<file path="src/sv/mbrc_pkg.sv">
package mbrc_pkg;

  // Receive buffer limit on the total frame length in bytes.
  localparam int RxBufferSize = 256;
  localparam int LenW = 10;

  // Input operation codes carried in tuser.
  localparam logic [1:0] OpStart = 2'd0;
  localparam logic [1:0] OpByte  = 2'd1;
  localparam logic [1:0] OpTick  = 2'd2;

  // Frame phase codes.
  localparam logic [1:0] PhIdle   = 2'd0;
  localparam logic [1:0] PhHeader = 2'd1;
  localparam logic [1:0] PhCount  = 2'd2;
  localparam logic [1:0] PhBody   = 2'd3;

  // Result kinds.
  localparam logic KindPdu    = 1'b0;
  localparam logic KindStatus = 1'b1;

  // Status codes.
  localparam logic [3:0] StOk       = 4'd0;
  localparam logic [3:0] StTimeout  = 4'd1;
  localparam logic [3:0] StBadFunc  = 4'd2;
  localparam logic [3:0] StOversize = 4'd3;
  localparam logic [3:0] StCrc      = 4'd4;
  localparam logic [3:0] StUnit     = 4'd5;
  localparam logic [3:0] StExcOther = 4'd15;

  localparam logic [15:0] CrcInit  = 16'hFFFF;
  localparam logic [15:0] CrcPoly  = 16'hA001;
  localparam logic [15:0] TickMax  = 16'hFFFF;
  localparam logic [15:0] TimeoutReset = 16'd1000;

  // One input beat after the input register.
  typedef struct packed {
    logic [1:0] op;
    logic [7:0] data_byte;
    logic [7:0] unit_id;
    logic [7:0] exp_func;
  } item_t;

  // One result beat.
  typedef struct packed {
    logic       valid;
    logic       kind;
    logic [7:0] pdu_byte;
    logic [3:0] status;
  } result_t;

  // CRC-16/Modbus over one byte, reflected, eight shift steps unrolled.
  function automatic logic [15:0] crc_feed(input logic [15:0] crc_in, input logic [7:0] b);
    logic [15:0] c;
    c = crc_in ^ {8'h00, b};
    for (int i = 0; i < 8; i++) begin
      if (c[0]) c = (c >> 1) ^ CrcPoly;
      else      c = c >> 1;
    end
    return c;
  endfunction

  // Exception code to status code.
  function automatic logic [3:0] exc_status(input logic [7:0] ex);
    logic [3:0] st;
    unique case (ex)
      8'h01:   st = 4'd6;
      8'h02:   st = 4'd7;
      8'h03:   st = 4'd8;
      8'h04:   st = 4'd9;
      8'h05:   st = 4'd10;
      8'h06:   st = 4'd11;
      8'h08:   st = 4'd12;
      8'h0A:   st = 4'd13;
      8'h0B:   st = 4'd14;
      default: st = StExcOther;
    endcase
    return st;
  endfunction

endpackage

</file>
<file path="src/sv/mbrc_frame.sv">
module mbrc_frame (
  input  logic              clk,
  input  logic              rst_n,
  input  logic              fire,
  input  mbrc_pkg::item_t   item,
  input  logic [15:0]       timeout_ticks,
  output mbrc_pkg::result_t res
);
  import mbrc_pkg::*;

  logic [1:0]  phase_r, phase_nxt;
  logic [8:0]  pos_r, pos_nxt;
  logic [8:0]  len_r, len_nxt;
  logic [15:0] crc_r, crc_nxt;
  logic [7:0]  crc_lo_r, crc_lo_nxt;
  logic [7:0]  arm_unit_r, arm_unit_nxt;
  logic [7:0]  arm_func_r, arm_func_nxt;
  logic [7:0]  rep_unit_r, rep_unit_nxt;
  logic [7:0]  rep_func_r, rep_func_nxt;
  logic [7:0]  exc_r, exc_nxt;
  logic [15:0] tick_r, tick_nxt;

  logic [15:0] crc_b;
  logic [15:0] tick_inc;
  logic [LenW-1:0] pos_p2;
  logic [LenW-1:0] count_len;
  logic [15:0] crc_rx;
  logic [7:0]  b;

  assign b        = item.data_byte;
  assign crc_b    = crc_feed(crc_r, b);
  assign tick_inc = (tick_r != TickMax) ? tick_r + 16'd1 : tick_r;
  assign pos_p2   = {1'b0, pos_r} + LenW'(2);
  assign count_len = LenW'(5) + {2'b00, b};
  assign crc_rx   = {b, crc_lo_r};

  // Next state and result for the registered beat.
  always_comb begin
    phase_nxt    = phase_r;
    pos_nxt      = pos_r;
    len_nxt      = len_r;
    crc_nxt      = crc_r;
    crc_lo_nxt   = crc_lo_r;
    arm_unit_nxt = arm_unit_r;
    arm_func_nxt = arm_func_r;
    rep_unit_nxt = rep_unit_r;
    rep_func_nxt = rep_func_r;
    exc_nxt      = exc_r;
    tick_nxt     = tick_r;
    res          = '0;

    if (item.op == OpStart) begin
      // Rearm: drop any running frame.
      phase_nxt    = PhHeader;
      pos_nxt      = '0;
      len_nxt      = '0;
      crc_nxt      = CrcInit;
      crc_lo_nxt   = '0;
      rep_unit_nxt = '0;
      rep_func_nxt = '0;
      exc_nxt      = '0;
      tick_nxt     = '0;
      arm_unit_nxt = item.unit_id;
      arm_func_nxt = item.exp_func;
    end else if (phase_r != PhIdle && item.op == OpTick) begin
      tick_nxt = tick_inc;
      if (tick_inc >= timeout_ticks) begin
        res       = '{valid: 1'b1, kind: KindStatus, pdu_byte: 8'h00, status: StTimeout};
        phase_nxt = PhIdle;
      end
    end else if (phase_r != PhIdle && item.op == OpByte) begin
      pos_nxt = pos_r + 9'd1;
      unique case (phase_r)
        PhHeader: begin
          crc_nxt = crc_b;
          if (pos_r == '0) begin
            rep_unit_nxt = b;
          end else begin
            rep_func_nxt = b;
            tick_nxt     = '0;
            res = '{valid: 1'b1, kind: KindPdu, pdu_byte: b, status: StOk};
            if (b[7]) begin
              len_nxt   = 9'd5;
              phase_nxt = PhBody;
              if (LenW'(5) > LenW'(RxBufferSize)) begin
                res       = '{valid: 1'b1, kind: KindStatus, pdu_byte: 8'h00,
                              status: StOversize};
                phase_nxt = PhIdle;
              end
            end else begin
              case (b) inside
                8'h01, 8'h02, 8'h03, 8'h04: begin
                  phase_nxt = PhCount;
                end
                8'h05, 8'h06, 8'h0F, 8'h10: begin
                  len_nxt   = 9'd8;
                  phase_nxt = PhBody;
                  if (LenW'(8) > LenW'(RxBufferSize)) begin
                    res       = '{valid: 1'b1, kind: KindStatus, pdu_byte: 8'h00,
                                  status: StOversize};
                    phase_nxt = PhIdle;
                  end
                end
                default: begin
                  res       = '{valid: 1'b1, kind: KindStatus, pdu_byte: 8'h00,
                                status: StBadFunc};
                  phase_nxt = PhIdle;
                end
              endcase
            end
          end
        end
        PhCount: begin
          crc_nxt  = crc_b;
          len_nxt  = count_len[8:0];
          tick_nxt = '0;
          if (count_len > LenW'(RxBufferSize)) begin
            res       = '{valid: 1'b1, kind: KindStatus, pdu_byte: 8'h00, status: StOversize};
            phase_nxt = PhIdle;
          end else begin
            res       = '{valid: 1'b1, kind: KindPdu, pdu_byte: b, status: StOk};
            phase_nxt = PhBody;
          end
        end
        PhBody: begin
          if (pos_p2 < {1'b0, len_r}) begin
            // Payload byte: into the CRC and passed on.
            crc_nxt = crc_b;
            if (pos_r == 9'd2 && rep_func_r[7]) exc_nxt = b;
            res = '{valid: 1'b1, kind: KindPdu, pdu_byte: b, status: StOk};
          end else if (pos_p2 == {1'b0, len_r}) begin
            crc_lo_nxt = b;
          end else begin
            // Last CRC byte: final checks in priority order.
            phase_nxt = PhIdle;
            res = '{valid: 1'b1, kind: KindStatus, pdu_byte: 8'h00, status: StOk};
            if (crc_rx != crc_r)               res.status = StCrc;
            else if (rep_unit_r != arm_unit_r) res.status = StUnit;
            else if (rep_func_r[7])            res.status = exc_status(exc_r);
            else if (rep_func_r != arm_func_r) res.status = StBadFunc;
          end
        end
        default: begin
          phase_nxt = PhIdle;
        end
      endcase
    end
  end

  // Frame state registers.
  always_ff @(posedge clk) begin
    if (!rst_n) begin
      phase_r    <= PhIdle;
      pos_r      <= '0;
      len_r      <= '0;
      crc_r      <= CrcInit;
      crc_lo_r   <= '0;
      arm_unit_r <= '0;
      arm_func_r <= '0;
      rep_unit_r <= '0;
      rep_func_r <= '0;
      exc_r      <= '0;
      tick_r     <= '0;
    end else if (fire) begin
      phase_r    <= phase_nxt;
      pos_r      <= pos_nxt;
      len_r      <= len_nxt;
      crc_r      <= crc_nxt;
      crc_lo_r   <= crc_lo_nxt;
      arm_unit_r <= arm_unit_nxt;
      arm_func_r <= arm_func_nxt;
      rep_unit_r <= rep_unit_nxt;
      rep_func_r <= rep_func_nxt;
      exc_r      <= exc_nxt;
      tick_r     <= tick_nxt;
    end
  end

endmodule

</file>
<file path="config.mk">
export PLATFORM = sky130hd
export DESIGN_NAME = mbrc_frame
export DESIGN_NICKNAME = d
export VERILOG_FILES = /design/src/sv/mbrc_pkg.sv /design/src/sv/mbrc_frame.sv
export SDC_FILE = /design/constraint.sdc
export NUM_CORES = 1
export LEC_CHECK = 0
export BUFFER_PORTS_ARGS = -buffer_cell sky130_fd_sc_hd__buf_2
export CAP_MARGIN = 15
export CORE_MARGIN = 1.5
export CORE_UTILIZATION = 60
export CTS_CLUSTER_DIAMETER = 50
export DETAILED_ROUTE_END_ITERATION = 10
export GPL_TIMING_DRIVEN = 1
export PLACE_DENSITY_LB_ADDON = 0.12
export SLEW_MARGIN = 30
export SYNTH_ARGS = -nofsm -noshare
export SYNTH_HDL_FRONTEND = slang
export SYNTH_SLANG_ARGS = --single-unit
</file>
<file path="constraint.sdc">
create_clock -name clk -period 4.9 [get_ports clk]
set_clock_uncertainty 0.05 [all_clocks]
set_input_delay 0.245 -clock clk [delete_from_list [all_inputs] [get_ports clk]]
set_output_delay 0.245 -clock clk [all_outputs]
set_load 0.05 [all_outputs]
</file>
==> results of run 1 <==
==> sequential cells by signal, summed over array words and instances, names as in the netlist, named ones only <==
register and flops:
crc_lo_r 8, pos_r 9, arm_unit_r 8, phase_r 2, arm_func_r 8, exc_r 8, rep_func_r 8, len_r 9
rep_unit_r 8, tick_r 16, crc_r 16
==> where the power goes <==
part | leakage, nW | internal (mW) | switching, mW
Sequential | 0.839 | 0.851 | 0.00519
Clock | 0.117 | 0.317 | 0.301
Combinational | 1.96 | 0.0712 | 0.118
==> per-layer routing <==
layer / track usage [%] / part of all wire [%]
met1: 38.2 / 46
met2: 47.3 / 46
met3: 4.36 / 4.8
met4: 11.2 / 3.3
met5: 0 / 0
==> timing repair <==
item,in CTS,in global routing
resized for setup,0,1
buffers inserted,0,0
endpoints found under the setup margin,0,2
==> worst max-delay path, cell delays in order (launching register included) <==
cell and delay (ns):
dfxtp_1 0.45, nand4_1 0.21, or2_2 0.39, nor3_1 0.37, nand3_1 0.21, xnor2_1 0.17
ha_1 0.30, nand2_1 0.06, o211ai_1 0.19, a211oi_1 0.08, o21a_1 0.10, o21ai_1 0.56
o21ai_0 0.22, nor2_1 0.20, buf_2 0.30
==> cell usage in the layout (no fill, tap or decap), types with 4 or more instances in the layout <==
master      n
o22ai_1    11
xnor2_1    43
buf_2      58
clkbuf_8   11
inv_1      51
nand2b_1    5
a21o_1     10
nand3_1    19
and3_1      6
a211oi_1    7
nor4_1     10
dfxtp_1   104
nand2_1   103
or2_2       5
ha_1       45
a21oi_1    70
xor2_1     35
a31oi_1     4
mux2i_1    11
nand4_1    15
nor3_1     10
or3_1      16
a211o_1     4
and2_1     19
nor2_1    100
nand3b_1    4
a22oi_1     7
o21ai_0    32
==> area by class of cell <==
class	count	area [sq um]
Multi-Input combinational cell	647	4110
Fill cell	913	3310
Sequential cell	104	2080
Timing Repair Buffer	61	313
Inverter	52	195
Tap cell	136	170
Clock buffer	12	155
Clock inverter	4	73.8
==> synth_stat cells, types with 3 or more instances <==
master	instances
a211o_1	4
a211oi_1	7
a21o_1	10
a21oi_1	70
a22oi_1	7
a31oi_1	4
a41o_1	3
and2_1	19
and3_1	6
clkbuf_1	35
dfxtp_1	104
ha_1	45
inv_1	51
mux2i_1	11
nand2_1	103
nand2b_1	5
nand3_1	19
nand3b_1	4
nand4_1	15
nor2_1	101
nor2b_1	3
nor3_1	10
nor4_1	11
o211ai_1	3
o21a_1	3
o21ai_0	32
o21ai_1	4
o22ai_1	11
or2_2	5
or3_1	16
xnor2_1	43
xor2_1	35
==> worst max-delay path by stage <==
stage | startpoint | end | slack (ns) | cells past startpoint
after global routing | tick_r[3] | res[13] | 0.14 | 14
final | tick_r[3] | res[13] | 0.41 | 14
after floorplan | tick_r[0] | res[0] | 0.71 | 11
after CTS | tick_r[0] | res[0] | 0.30 | 12
after detailed placement | pos_r[3] | register | 0.66 | 15
after global placement | tick_r[0] | res[0] | 0.78 | 14
==> metrics by stage <==
| step | setup slack, ns | power [mW] | hold slack (ns) | instances |
|---|---|---|---|---|
| 2_1_floorplan | 0.711 | 1.00 | 0.331 | 841 |
| 3_3_place_gp | 0.780 | 1.06 | 0.394 | 1000 |
| 3_5_place_dp | 0.660 | 1.06 | 0.398 | 1000 |
| 4_1_cts | 0.304 | 1.67 | 0.0354 | 1016 |
| 5_1_grt | 0.136 | 1.72 | 0.0348 | 1016 |
| 6_report | 0.415 | 1.66 | 0.0497 | 1016 |
==> kinds of logic after synthesis <==
kind of cell    Yosys count
fa+ha+maj                45
buf+inv                  90
compound gates          182
mux                      13
xor+xnor                 79
simple gates            328
flops                   104
==> impl_metrics.csv, run 1 <==
group,metric,value,unit
timing,hold_viol,0,
min_path,min_path_type,"input port to register",
worst_setup_path,crit_fanout,8,
die,die_w,107,um
clocking,cts_tree,"built",
final_layout,final_util,68.2,%
placed_design,portBuffers,58,
run_status,outcome,"finished clean",
final_layout,diodes,0,
clocking,clock-sinks,104,
clocking,htreeDepth,3,
grt,grt_max_degree,39,
worst_setup_path,worstPathArrival,4.19,ns
yosys,yosys_warnings,0,
yosys,yosysSeqAreaShare,31.9,%
grt,overflow,0,
clocking,cts_hold_buffers,0,
grt,antenna_found_initial,0,
clocking,clockBufferDepth,2,
die,die-height,107,um
power,p_leak,2.92,nW
final_layout,stdcell_area,7100,sq um
yosys,muxShareOfSynthArea,2.03,%
timing,drv_slew,0,
yosys,syn-instance-count,841,
yosys,synth-simple-area-share,23.6,%
die,initial_core_util,62.6,%
min_path,hold_depth,3,
timing,setup_viol,0,
grt,grt_pass1_vias,5459,
yosys,synth_edf_count,0,
detailed_routing,viasPerCell,5.82,
yosys,ys_async_sr_fraction,0,%
timing,max_freq,0.223,GHz
worst_setup_path,r2r_start,"pos_r[3]",
yosys,yosysTopAreaCellShare,31.9,%
placed_design,placed_area,6860,sq um
detailed_routing,drc,0,
min_path,min_from,"item[2]",
timing,layout_min_cycle_time,4.49,ns
grt,grt_usage,28.9,%
yosys,yosysUniqueCellTypes,62,
die,dieArea,11500,sq um
worst_setup_path,ff2ff_path_depth,15,
job,max-cap-violations,0,
yosys,synth_compound_area_share,17.6,%
die,ios,59,
detailed_routing,ant_nets,0,
clocking,clock_latency,0.38,ns
clocking,cts_buffers,9,
timing,tightest_slew,0.864,ns
final_layout,areaGrowthSynthToFinish,8.88,%
timing,fin_tns_setup,0,ns
worst_setup_path,critPathKind,"register to output port",
timing,max-slew-margin-rel,42.2,%
worst_setup_path,end_kind,"output port",
final_layout,nets,965,
power,power.density,234,nW/um^2
detailed_routing,vias,5917,
worst_setup_path,critPathRequiredTime,4.61,ns
min_path,min_to,"arm_func_r[2]",
final_layout,drive_above_1_share,11.1,%
power,ir_drop,0.173,mV
die,core_area,10400,sq um
yosys,yosys.area.top_type,"dfxtp_1",
yosys,synth_xor_area_share,10.8,%
worst_setup_path,r2r_slack,0.88,ns
detailed_routing,wl_per_cell,15.8,um
yosys,syn_nets,931,
yosys,synth_fa_ha_area_share,8.63,%
yosys,ys.flop_type,"dfxtp_1",
timing,period_share,91.5,%
worst_setup_path,cp-start-kind,"register",
detailed_routing,routed_wl,16000,um
detailed_routing,drt-pass1-iter-count,6,
yosys,ys_ff_latch,104,
clocking,cts_root_buf,"clkbuf_8",
placed_design,finalWeightedCongestion,0.895,
grt,grt_first_pass_wirelength,26200,um
yosys,synth_area,6520,sq um
yosys,synth_top_family_by_area,"simple AND/OR/NAND/NOR gates",
yosys,syn_avg_cell_area,7.76,sq um
clocking,cts.clk_slew.worst_paths,0.10,ns
die,fp-row-count,37,
detailed_routing,drt_iter0_markers,382,
placed_design,hpwl,12000,um
yosys,yosys-top-cells-area,"dfxtp_1 32%, ha_1 8.6%, nand2_1 5.9%, nor2_1 5.8%, xnor2_1 5.8%",
timing,rsz0062_at_grt,"no",
No activity file was read; power rests on OpenSTA's default activity.
==> run 2, diff against run 1 <==
Settings changed: CORE_UTILIZATION 60 to 62, CTS_BUF_LIST set to sky130_fd_sc_hd__clkbuf_4, GPL_ROUTABILITY_DRIVEN set to 1.
==> run 2 against run 1 <==
  * Die area decreased by 3.1%
  * Combinational power is 5% higher
  * Critical path depth unchanged
  * Clock-buffer cell count decreased by 1
  * Sequential power is essentially flat
  * Total power is 12% lower
  * Clock power down 33%
  * Critical endpoint unchanged
  * Design area rose by 0.85%
  * Setup slack better by 0.042 ns
  * Utilization is 1.5 points higher
  * Highest routed layer unchanged
==> impl_metrics.csv, run 2 (synthesized netlist as in run 1, its figures left out) <==
group,metric,value,unit
timing,rsz0062_at_grt,"no",
die,dieArea,11100,sq um
timing,hold_viol,0,
final_layout,n_fill_cell,876,
power,p_clk_share,28.2,%
worst_setup_path,worstPathArrival,4.15,ns
clocking,post-cts-setup-buffers,0,
placed_design,pre_cts_slack,0.655,ns
clocking,clockBufferDepth,2,
power,ir_drop,0.188,mV
worst_setup_path,crit_fanout,8,
grt,overflow,0,
grt,grt_usage,29.6,%
die,die-height,106,um
final_layout,multi_input_area,4120,sq um
timing,fin_tns_setup,0,ns
final_layout,diodes,0,
timing,fin_hold_ws,0.181,ns
final_layout,largest_registers,"crc_r (16), tick_r (16)",
die,core_area,10300,sq um
placed_design,portBuffers,58,
min_path,min_to,"crc_r[5]",
power,p_switching,419,uW
worst_setup_path,end_kind,"output port",
detailed_routing,wl_per_cell,15.6,um
die,initial_core_util,63.5,%
timing,max-slew-margin-rel,46.5,%
clocking,cts.clk_slew.worst_paths,0.16,ns
power,p_seq_share,58.3,%
clocking,clock_latency,0.46,ns
worst_setup_path,ff2ff_path_depth,15,
worst_setup_path,path_cells,"nand4_1 > or2_2 > nor3_1 > nand3_1 > xnor2_1 > ha_1 > nand2_1 > o211ai_1 > a211oi_1 > o21a_1 > o21ai_2 > o21ai_0 > nor2_1 > buf_2",
worst_setup_path,critPathKind,"register to output port",
detailed_routing,drt_iter0_markers,416,
timing,tightest_slew,0.800,ns
final_layout,nets,981,
clocking,cts_root_buf,"clkbuf_4",
clocking,cts_buffers,9,
timing,fin_ws,0.457,ns
worst_setup_path,cp_slowest_stage_delay,0.47,ns
final_layout,seq_area,2080,sq um
detailed_routing,drt-pass1-iter-count,5,
die,die_w,106,um
detailed_routing,viasPerCell,5.77,
timing,drv_slew,0,
worst_setup_path,slowest_stage,"dfxtp_1",
detailed_routing,routed_wl,16100,um
min_path,min_from,"rst_n",
clocking,clock-sinks,104,
placed_design,finalWeightedCongestion,0.906,
detailed_routing,vias,5959,
worst_setup_path,critPathRequiredTime,4.61,ns
min_path,hold_depth,2,
power,p_int,1.05,mW
final_layout,drive_above_1_share,11.2,%
grt,grt_pass1_vias,5506,
final_layout,areaGrowthSynthToFinish,9.80,%
grt,antenna_found_initial,0,
power,p_total,1.47,mW
die,ios,59,
placed_design,hpwl,11900,um
worst_setup_path,cp-start-kind,"register",
run_status,outcome,"finished clean",
power,p_leak,2.93,nW
detailed_routing,drc,0,
timing,period_share,90.7,%
power,p_comb_share,13.5,%
power,power.density,206,nW/um^2
final_layout,most-common-layout-cells,"104 x dfxtp_1, 103 x nand2_1, 100 x nor2_1",
timing,max_freq,0.225,GHz
power,switching_share,28.5,%
worst_setup_path,r2r_slack,0.91,ns
detailed_routing,ant_nets,0,
worst_setup_path,r2r_start,"pos_r[3]",
grt,grt_max_degree,39,
final_layout,mostFrequentLayoutCell,"dfxtp_1",
job,max-cap-violations,0,
timing,layout_min_cycle_time,4.44,ns
clocking,cts_tree,"built",
timing,setup_viol,0,
die,fp-row-count,37,
min_path,min_path_type,"input port to register",
grt,grt_first_pass_wirelength,26400,um
clocking,htreeDepth,3,
run 2: cell count changes in the layout (fill, tap and decap cells not counted), sizes merged:
cell,delta
dlygate4sd3,+16
clkinvlp,+3
bufinv,-2
clkbuf,-1
run 2: power groups by stage:
stage / combinational [mW] / clock [mW] / sequential [mW]
2_1_floorplan: 0.130 / 0 / 0.875
3_3_place_gp: 0.180 / 0 / 0.876
3_5_place_dp: 0.185 / 0 / 0.876
4_1_cts: 0.195 / 0.421 / 0.858
5_1_grt: 0.215 / 0.465 / 0.860
6_report: 0.198 / 0.415 / 0.858
run 2: final cells by class:
cell class / instances / area share, %
Clock inverter: 5 / 0.594
Sequential cell: 104 / 29.1
Timing Repair Buffer: 77 / 6.60
Clock buffer: 11 / 1.15
Tap cell: 136 / 2.38
Inverter: 52 / 2.73
Multi-Input combinational cell: 647 / 57.5
run 2: worst max path at each step:
stage | from | to | slack (ns) | cells after the start
2_1_floorplan | tick_r[0] | res[0] | 0.71 | 11
3_3_place_gp | tick_r[0] | res[13] | 0.83 | 15
3_5_place_dp | pos_r[3] | register | 0.66 | 15
4_1_cts | tick_r[0] | res[13] | 0.18 | 15
5_1_grt | tick_r[3] | res[0] | 0.18 | 13
6_report | tick_r[3] | res[13] | 0.46 | 14
run 2: critical path: cells and delay by family, from the launching register on:
family          cells  cell delay [ns]
simple gates        6             1.49
compound gates      5             0.96
flops               1             0.47
fa+ha+maj           1             0.31
buf+inv             1             0.28
xor+xnor            1             0.17
run 2: what timing repair did:
action | 4_1_cts | 5_1_grt
hold endpoints to repair | 16 | 0
hold buffers | 16 | 0
gates resized for setup | 0 | 2
endpoints found under the setup margin | 0 | 3
run 2: stage by stage:
stage / instance area [sq um] / instances / util [%]
after floorplan: 6520 / 841 / -
after global placement: 6850 / 1000 / 66.7
after detailed placement: 6860 / 1000 / 66.7
after CTS: 7140 / 1032 / 69.5
after global routing: 7160 / 1032 / 69.7
final: 7160 / 1032 / 69.7
run 2: metal layers:
metal	vias up	global-route usage, %	routed length, um
li1	2996	-	-
met4	0	8.78	316
met2	191	50.5	7690
met5	-	0	0
met3	35	5.07	790
met1	2737	38.3	7320
==> run 3, diff against run 2 <==
Settings changed: CORE_UTILIZATION 62 to 50, CTS_CLUSTER_DIAMETER 50 to 120.
==> run 3 against run 2 <==
  * Clock-buffer cell count decreased by 2
  * Highest routed layer unchanged
  * Fmax shrank 1.7%
  * First-iteration DRC count decreased by 11%
  * Design area increased by 0.24%
  * Flip-flop and latch count unchanged
  * Cell count rose by 3.4%
  * Via count shrank 0.47%
  * Largest cell class unchanged
  * Critical path depth fell by 1
==> impl_metrics.csv, run 3 (synthesized netlist as in run 1, its figures left out) <==
group,metric,value,unit
worst_setup_path,cp-start-kind,"register",
worst_setup_path,critPathKind,"register to output port",
job,max-cap-violations,0,
worst_setup_path,r2r_slack,0.82,ns
final_layout,stdcell_area,7180,sq um
clocking,cts_buffers,9,
clocking,clock_latency,0.49,ns
grt,met3_usage,3.76,%
worst_setup_path,r2r_start,"pos_r[3]",
worst_setup_path,slowest_stage,"dfxtp_1",
final_layout,areaGrowthSynthToFinish,10.1,%
final_layout,drive_above_1_share,10.9,%
timing,rsz0062_at_grt,"no",
die,die_w,117,um
worst_setup_path,critPathRequiredTime,4.61,ns
die,dieArea,13700,sq um
power,power.density,201,nW/um^2
timing,setup_viol,0,
clocking,clock-sinks,104,
power,switching_share,28.4,%
timing,fin_ws,0.379,ns
timing,drv_slew,0,
clocking,cts.clk_slew.worst_paths,0.16,ns
power,p_seq_share,59.6,%
detailed_routing,ant_nets,0,
worst_setup_path,crit_fanout,8,
detailed_routing,vias,5931,
detailed_routing,drt_iter0_markers,369,
grt,use_met1,32.7,%
timing,fin_hold_ws,0.145,ns
worst_setup_path,cp_slowest_stage_delay,0.48,ns
min_path,hold_depth,2,
die,initial_core_util,51.5,%
grt,overflow,0,
timing,hold_viol,0,
final_layout,final_util,56.7,%
placed_design,portBuffers,58,
power,ir_drop,0.172,mV
worst_setup_path,ff2ff_path_depth,15,
grt,grt_usage,25.0,%
timing,tightest_slew,0.786,ns
clocking,cts_root_buf,"clkbuf_4",
detailed_routing,viasPerCell,5.56,
timing,fin_tns_setup,0,ns
power,p_comb_share,13.8,%
timing,layout_min_cycle_time,4.52,ns
die,die-height,117,um
min_path,min_from,"rst_n",
grt,grtUsageMet2,40.7,%
clocking,post-cts-setup-buffers,0,
worst_setup_path,worstPathArrival,4.23,ns
min_path,min_path_type,"input port to register",
timing,max-slew-margin-rel,47.4,%
die,fp-row-count,41,
die,core_area,12700,sq um
final_layout,mostFrequentLayoutCell,"dfxtp_1",
timing,period_share,92.3,%
placed_design,hpwl,12200,um
worst_setup_path,path_cells,"nand4_1 > or2_2 > nor3_1 > nand3_1 > xnor2_1 > ha_1 > nand2_1 > o211ai_1 > a211oi_1 > o21a_1 > o21ai_2 > a21boi_0 > buf_2",
grt,busiest_layer,"met2",
timing,max_freq,0.221,GHz
power,p_int,1.03,mW
final_layout,largest_registers,"crc_r (16), tick_r (16)",
grt,antenna_found_initial,1,
detailed_routing,drt-pass1-iter-count,6,
grt,grt_pass1_vias,5459,
grt,grt_max_degree,60,
placed_design,finalWeightedCongestion,0.885,
worst_setup_path,end_kind,"output port",
placed_design,pre_cts_slack,0.555,ns
clocking,clockBufferDepth,2,
run_status,outcome,"finished clean",
placed_design,placed_area,6890,sq um
final_layout,most-common-layout-cells,"104 x dfxtp_1, 103 x nand2_1, 100 x nor2_1",
power,p_clk_share,26.6,%
clocking,htreeDepth,3,
die,ios,59,
detailed_routing,drc,0,
clocking,cts_tree,"built",
power,p_switching,408,uW
power,p_leak,2.92,nW
grt,grt_first_pass_wirelength,26500,um
min_path,min_to,"crc_r[8]",
detailed_routing,wl_per_cell,15.3,um
detailed_routing,routed_wl,16300,um
final_layout,nets,980,
[run 3: critical path, delay by kind of cell (launching register included)]
family                     cells  cell delay (ns)
DFF                            1             0.48
and+or+nand+nor                5             1.34
buffers and inverters          1             0.32
xor gates and xnor gates       1             0.17
adders and majority gates      1             0.32
AOI/OAI and AO/OA              5             1.13
[run 3: power groups by stage]
stage / Sequential, mW / Clock, mW / Combinational (mW)
2_1_floorplan: 0.875 / 0 / 0.130
3_3_place_gp: 0.876 / 0 / 0.182
3_5_place_dp: 0.876 / 0 / 0.186
4_1_cts: 0.858 / 0.398 / 0.197
5_1_grt: 0.860 / 0.440 / 0.218
6_report: 0.858 / 0.383 / 0.198
[run 3: cell type report]
cell class / count / area (sq um)
Antenna cell: 1 / 2.50
Inverter: 52 / 195
Clock buffer: 9 / 67.6
Fill cell: 1245 / 5490
Timing Repair Buffer: 76 / 465
Multi-Input combinational cell: 647 / 4120
Tap cell: 172 / 215
Clock inverter: 6 / 35.0
Sequential cell: 104 / 2080
[run 3: stage by stage]
stage          cells  power, mW
3_3_place_gp    1035       1.06
5_1_grt         1067       1.52
2_1_floorplan    841       1.00
4_1_cts         1066       1.45
3_5_place_dp    1035       1.06
6_report        1067       1.44
[run 3: how the worst max path moves through the flow]
| stage | cells past startpoint | endpoint | slack, ns | from |
|---|---|---|---|---|
| 3_5_place_dp | 15 | register | 0.56 | pos_r[3] |
| 2_1_floorplan | 11 | res[0] | 0.71 | tick_r[0] |
| 4_1_cts | 14 | res[0] | 0.11 | tick_r[0] |
| 5_1_grt | 13 | res[0] | 0.03 | tick_r[3] |
| 6_report | 13 | res[0] | 0.38 | tick_r[3] |
| 3_3_place_gp | 14 | res[0] | 0.74 | tick_r[0] |
[run 3: layer usage]
layer	routed length (um)	part of all wire, %
met1	7450	46
met5	0	0
met2	7760	47
met4	431	2.6
met3	693	4.2
[run 3: what timing repair did]
action / 4_1_cts / 5_1_grt
hold buffers: 16 / 0
resized for setup: 0 / 2
endpoints found under the hold margin: 16 / 0
setup endpoints to repair: 0 / 3
